<file path="src/hdl/ttcb_pkg.sv">
package ttcb_pkg;

   // operation codes
   localparam logic OP_WRITE = 1'b0;
   localparam logic OP_READ  = 1'b1;

   // byte codes
   localparam logic [7:0] CHAR_BACKSPACE = 8'h08;
   localparam logic [7:0] CHAR_NEWLINE   = 8'h0A;
   localparam logic [7:0] CHAR_PRINT_LO  = 8'h20;
   localparam logic [7:0] CHAR_PRINT_HI  = 8'h7F;

   // register indexes and reset values
   localparam logic       CSR_COLUMNS = 1'b0;
   localparam logic       CSR_ROWS    = 1'b1;
   localparam logic [7:0] COLUMNS_RESET = 8'd80;
   localparam logic [6:0] ROWS_RESET    = 7'd30;

   typedef struct packed {
      logic       operation;
      logic [7:0] char_code;
      logic [5:0] read_row;
      logic [6:0] read_col;
   } req_type;

   typedef struct packed {
      logic [7:0] cell_char;
      logic [5:0] cursor_row;
      logic [7:0] cursor_col;
   } rsp_type;

   typedef struct packed {
      logic latch_req;
      logic read_cell;
      logic store_char;
      logic move_back;
      logic move_down;
      logic move_home_last;
      logic walk_en;
      logic walk_wipe;
      logic load_rsp;
   } cmd_type;

   typedef struct packed {
      logic is_read;
      logic is_backspace;
      logic is_newline;
      logic is_printable;
      logic on_last_row;
      logic col_room;
      logic last_wipe;
      logic last_scroll;
      logic rsp_free;
   } status_type;

endpackage

</file>
<file path="src/hdl/ttcb_ctrl.sv">
module ttcb_ctrl (
   input  logic                 clock,
   input  logic                 reset,
   input  logic                 req_valid,
   output logic                 req_ready,
   input  ttcb_pkg::status_type status,
   output ttcb_pkg::cmd_type    cmd
);

   localparam logic [2:0] ST_CLEAR  = 3'd0;
   localparam logic [2:0] ST_IDLE   = 3'd1;
   localparam logic [2:0] ST_DECODE = 3'd2;
   localparam logic [2:0] ST_SCROLL = 3'd3;
   localparam logic [2:0] ST_FINISH = 3'd4;

   logic [2:0] state_ff;
   logic [2:0] state_in;

   always_ff @(posedge clock) begin
      if (reset) begin
         state_ff <= ST_CLEAR;
      end else begin
         state_ff <= state_in;
      end
   end

   assign req_ready = (state_ff == ST_IDLE);

   always_comb begin
      state_in = state_ff;
      cmd      = '0;
      case (state_ff)
         ST_CLEAR: begin
            cmd.walk_en   = 1'b1;
            cmd.walk_wipe = 1'b1;
            if (status.last_wipe) state_in = ST_IDLE;
         end
         ST_IDLE: begin
            if (req_valid) begin
               cmd.latch_req = 1'b1;
               state_in      = ST_DECODE;
            end
         end
         ST_DECODE: begin
            state_in = ST_FINISH;
            if (status.is_read) begin
               cmd.read_cell = 1'b1;
            end else if (status.is_printable) begin
               cmd.store_char = status.col_room;
            end else if (status.is_backspace) begin
               cmd.move_back = 1'b1;
            end else if (status.is_newline) begin
               if (status.on_last_row) begin
                  cmd.move_home_last = 1'b1;
                  state_in           = ST_SCROLL;
               end else begin
                  cmd.move_down = 1'b1;
               end
            end
         end
         ST_SCROLL: begin
            cmd.walk_en = 1'b1;
            if (status.last_scroll) state_in = ST_FINISH;
         end
         ST_FINISH: begin
            if (status.rsp_free) begin
               cmd.load_rsp = 1'b1;
               state_in     = ST_IDLE;
            end
         end
         default: begin
            state_in = ST_CLEAR;
         end
      endcase
   end

endmodule

</file>
<file path="config.mk">
export PLATFORM = sky130hd
export DESIGN_NAME = ttcb_ctrl
export DESIGN_NICKNAME = d
export VERILOG_FILES = /design/src/hdl/ttcb_pkg.sv /design/src/hdl/ttcb_ctrl.sv
export SDC_FILE = /design/constraint.sdc
export NUM_CORES = 1
export LEC_CHECK = 0
export BUFFER_PORTS_ARGS = -buffer_cell sky130_fd_sc_hd__buf_2
export CAP_MARGIN = 40
export CELL_PAD_IN_SITES_DETAIL_PLACEMENT = 2
export CELL_PAD_IN_SITES_GLOBAL_PLACEMENT = 2
export CORE_MARGIN = 2
export CORE_UTILIZATION = 19
export CTS_CLUSTER_DIAMETER = 100
export DETAILED_ROUTE_END_ITERATION = 7
export PLACE_DENSITY_LB_ADDON = 0.1
export SETUP_SLACK_MARGIN = 0.3
export SYNTH_ARGS = -nofsm -noshare
export SYNTH_HDL_FRONTEND = slang
export SYNTH_SLANG_ARGS = --single-unit
</file>
<file path="constraint.sdc">
create_clock -name clock -period 1.6 [get_ports clock]
set_clock_uncertainty 0.05 [all_clocks]
set_input_delay 0.16 -clock clock [delete_from_list [all_inputs] [get_ports clock]]
set_output_delay 0.16 -clock clock [all_outputs]
set_load 0.1 [all_outputs]
</file>
======== Word-level counts from Yosys, hierarchy flattened ========
Cells that the tools add are included.
operators by class
  eq/ne operators ......................... 8
  multiplexer cells ....................... 26
  reduce and logical (&&, ||, !) cells .... 3
operators by type and width
  kind                count
  $mux 3              10
  $pmux 3 s5          1
  $mux 1              11
  $ne 2x2->1 const B  4
  $eq 3x2->1 const B  2
  $mux 5              1
  $mux 2              2
  $mux 4              1
  $reduce_and 4->1    1
  $eq 3x1->1 const B  1
  $eq 3x3->1 const B  1
  $logic_not 3->1     1
  $reduce_or 2->1     1
word-level totals
  register bits ........................... 3
  input port bits ......................... 12
  output and inout port bits .............. 10
  logic and storage cells ................. 38

======== Longest topological paths before layout ========
  depth in word-level cells ............... 6
  depth in mapped cells ................... 5
  gate-level depth less buffers ........... 4

======== Least setup slack after synthesis ========
Ideal clock, no wire load.
  path type ............................... register to output
  start point ............................. register state_ff[2]
  end point ............................... output port cmd[1] (netlist name)
  arrival ................................. 2511 ps
  slack ................................... -1121 ps
  stages on the path, launching flop included .. 3
  buffers on the path ..................... 1
  cells stage by stage .................... dfxtp_1 buf_2 nor3_1
RTL lines
  what                    line             source
  start, declared         ttcb_ctrl.sv:16  logic [2:0] state_ff;
  start signal, assigned  ttcb_ctrl.sv:23  state_ff <= state_in;
  end, declared           ttcb_ctrl.sv:7   output ttcb_pkg::cmd_type cmd

==> metrics list <==
* Result of the run: finished with violations
- The checks that failed: negative setup slack.
- In this run the tool buffered the top-level ports with 21 buffer cells.
- Largest registers: state_ff x3
- TritonCTS built the clock tree.
- Hold timing on the final database bottoms out at a slack of 0.0720 ns.
- Synth Cell Area: 325 um^2
* Drt wl/cell: 20.1 um
- In this run, the combinational gates consume 63.8% of the power.
- Die area: 2060 um^2
- Share of the core filled with cells in the final layout: 57.9%
* Highest net fanout along the worst path: 4
- Highest Clock Rate: 0.608 GHz
- For the worst-skew pair, the clock arrives at the later sink with an insertion delay of 0.24 ns.
- Worst Setup SP: state_ff[0]$_SDFFE_PP0P_
- Seq pwr share: 14.3%
* Die X-Extent: 45.4 um
* Worst setup EP type: primary output
* Normalized max-slew margin: 77.0%
- The tool flagged a number of max-cap violations equal to 0.
- Hold repair after CTS inserted 0 buffers.
* Source of the worst hold timing path: reset
* Height of the die: 45.4 um
- Highest ir drop seen on vdd: 0.411 mV
- Net switching is 44.7% of the power.
- First-pass GRT wire length: 2.30 mm
- Once layout is complete, the cells apart from fillers number 96.
- Counting every net in the synthesized netlist gives 51.
- Global routing consumed, over all layers together, 16.3% of the routing resources.
- Nets@finish: 93
- For this run, design rule violations remaining after detail routing come to 0.
* First-pass iteration count of the detailed router: 2
- At the pin with the least slew margin, the transition time is 0.342 ns.
- Entering global routing, the biggest net connects 8 pins.
- Count of nets left with antenna violations after detail routing: 0
- The initial antenna violation count was 0.
* Clock network fraction of total power: 21.9%
* Setup repair after global routing missed its margin: yes
- The top cell types in the final layout, fill and taps aside, are sky130_fd_sc_hd__buf_2 (11), sky130_fd_sc_hd__buf_4 (11), sky130_fd_sc_hd__buf_12 (10).
* Share of layout cells above drive strength 1: 85.0%
- Min cycle time layout: 1.64 ns
- For this run, the number of Yosys warnings is 0.
- Number of instances in the synthesized netlist: 39
* Floorplan core area: 1560 um^2
- Bufs on Longest Clock Path: 2
* Power per unit of standard cell area: 700 nW/um^2
- By area, the combinational part of the netlist is dominated by simple AND/OR/NAND/NOR gates.
- Counting tap cells, the placed design contains a total of 75 instances.
- ANT cells: 0
- CTS built an H-tree with a depth of 1.
- Seq cells post-synth: 3
- Setup violations, final: 4
- The synthesized netlist devotes 22.3% of its cell area to compound gates.
- Area share of fa/ha/maj cells after synthesis: 0%
* Number of global-route vias before repair: 472
* Top-area cell type share of the netlist area: 18.5%
- In this run the worst hold path is classified as primary input to flip-flop.
- Number of flip-flops in the largest register: 3
- Inserted Clock Buffers: 3
- Row Count: 14
* Clock input transition at the sequential cells of the worst setup and hold paths: 0.04 ns
* Max-slew violation count: 0
- Summing the areas of all and, or, nand and nor instances in the mapped netlist gives 43.8% of the synthesized area.
* Flop-to-flop setup slack: 0.10 ns
- Vias after detailed routing: 453
- Synthesized-area fraction occupied by xor and xnor cells: 2.69%
- Most area-hungry cell type in the Yosys netlist: sky130_fd_sc_hd__dfxtp_1
- The internal portion of the total power is 0.000350 W.
- The critical path is of the flip-flop to primary output type.
- Critical path data arrival time: 1.43 ns
- Once detailed placement completed, the half-perimeter wirelength came to 866 um.
- Final worst-path cycle share: 103%
* Final RePlAce weighted congestion: 0.697
- Worst hold path stage count: 2
- Worst endpoint required time: 1.39 ns
- R2r endpoint: state_ff[1]$_SDFFE_PP0P_
- Across all setup checks in the final design, the least slack found is -0.0445 ns.
* Vias per Instance: 4.72
- The detailed router finished its first iteration with 3 violations.
* Register area share after synthesis: 18.5%
- Psw: 0.000283 W
* Global-route congestion overflow total: 0
- The area growth from synthesis to layout is 178%.
- Static power due to leakage: 0.372 nW
* WHS Endpoint: state_ff[2]$_SDFFE_PP0P_
* Reg2Reg Depth: 7
- On the critical path, the stage with the largest delay is an instance of sky130_fd_sc_hd__nor4_4.
- The final-report hold violation count came to 0.
* Register with the most flip-flops: state_ff
- Worst stage delay on the critical path: 0.39 ns
* CTS root buf: sky130_fd_sc_hd__clkbuf_4
- Detailed Route WL: 1.93 mm
- Starting density of the core: 20.9%
* Setup_tns: -0.108 ns
- Clock tree synthesis found a total of 3 sinks.
- After synthesis, the cell types taking the most area are sky130_fd_sc_hd__dfxtp_1 (18%), sky130_fd_sc_hd__buf_6 (6.9%), sky130_fd_sc_hd__nor4_4 (6.5%).
* Critical-path cell list: nor4_4, nand3_2, clkinvlp_4, buf_12
* Synth Area per Inst: 8.34 um^2
* Reg2reg start: state_ff[1]$_SDFFE_PP0P_
- Multiplexer area fraction after synthesis: 0%
- Category of the worst setup path launch point: flip-flop
* Post-synthesis cell type count: 25
- For this design the top-level I/O count stands at 22.
-- Yosys cell counts --
library cell	count
sky130_fd_sc_hd__nor3b_2	1
sky130_fd_sc_hd__buf_2	1
sky130_fd_sc_hd__a21oi_1	3
sky130_fd_sc_hd__inv_4	1
sky130_fd_sc_hd__inv_1	2
sky130_fd_sc_hd__o31a_1	1
sky130_fd_sc_hd__and3_1	2
sky130_fd_sc_hd__nor2b_1	1
sky130_fd_sc_hd__and2_1	2
sky130_fd_sc_hd__dfxtp_1	3
sky130_fd_sc_hd__nand3_2	1
sky130_fd_sc_hd__a31oi_1	2
sky130_fd_sc_hd__a211oi_1	1
sky130_fd_sc_hd__nor3_1	1
sky130_fd_sc_hd__nor4_4	1
sky130_fd_sc_hd__xor2_1	1
sky130_fd_sc_hd__and4bb_2	1
sky130_fd_sc_hd__nor4b_1	1
sky130_fd_sc_hd__buf_6	2
sky130_fd_sc_hd__o21ai_2	1
sky130_fd_sc_hd__nor2_1	5
sky130_fd_sc_hd__a211oi_2	1
sky130_fd_sc_hd__o21a_1	1
sky130_fd_sc_hd__and3b_1	2
sky130_fd_sc_hd__nand3_1	1
-- per-layer routing --
metal | vias to the layer above | GRT usage [%] | share of wire (%)
li1 | 225 | - | -
met1 | 215 | 17.7 | 42
met2 | 13 | 31.0 | 56
met3 | 0 | 3.97 | 2.4
met4 | 0 | 3.53 | 0
met5 | - | 0 | 0
-- stage by stage --
stage	total power [W]	worst slack (ns)	area (um^2)
6_report	0.000632	-0.0445	903
5_1_grt	0.000657	-0.114	903
4_1_cts	0.000580	-0.0438	821
3_5_place_dp	0.000392	0.162	647
3_3_place_gp	0.000389	0.180	647
2_1_floorplan	0.000294	0.0769	387
-- worst max-delay path: cells and delay by family, from the launching register on --
kind	cells	cell delay [ns]
buffers and inverters	2	0.29
DFF	1	0.36
and+or+nand+nor	2	0.55
-- area by class of cell --
cell class,count,area [um^2]
fillers,152,656
repair buffers,40,432
multi-input cells,30,337
flip-flops and latches,3,71.3
clock buffers,4,26.3
well taps,16,20.0
inverters,3,17.5
-- what timing repair did --
item / CTS / global route
pin swaps: 6 / 9
setup endpoints to repair: 11 / 13
gates resized for setup: 14 / 8
setup buffers: 11 / 6
-- cells by family after synthesis --
family | after synthesis
xor gates and xnor gates | 1
DFF | 3
and+or+nand+nor | 19
AOI/OAI and AO/OA | 10
buffers and inverters | 6
-- power groups by stage --
stage                     logic (W)  clock network [W]  registers [W]
final                      0.000404           0.000139      0.0000903
after floorplan            0.000210                  0      0.0000843
after CTS                  0.000354           0.000137      0.0000899
after detailed placement   0.000293                  0      0.0000988
after global routing       0.000418           0.000148      0.0000909
after global placement     0.000292                  0      0.0000977
-- how the worst max path moves through the flow --
stage,to,cells past startpoint,slack [ns]
floorplan,cmd[8],4,0.08
global placement,cmd[3],4,0.18
detailed placement,cmd[3],4,0.16
CTS,cmd[4],4,-0.04
global route,cmd[3],4,-0.11
finish,cmd[3],4,-0.04
Power figures use the tool's default switching activity.
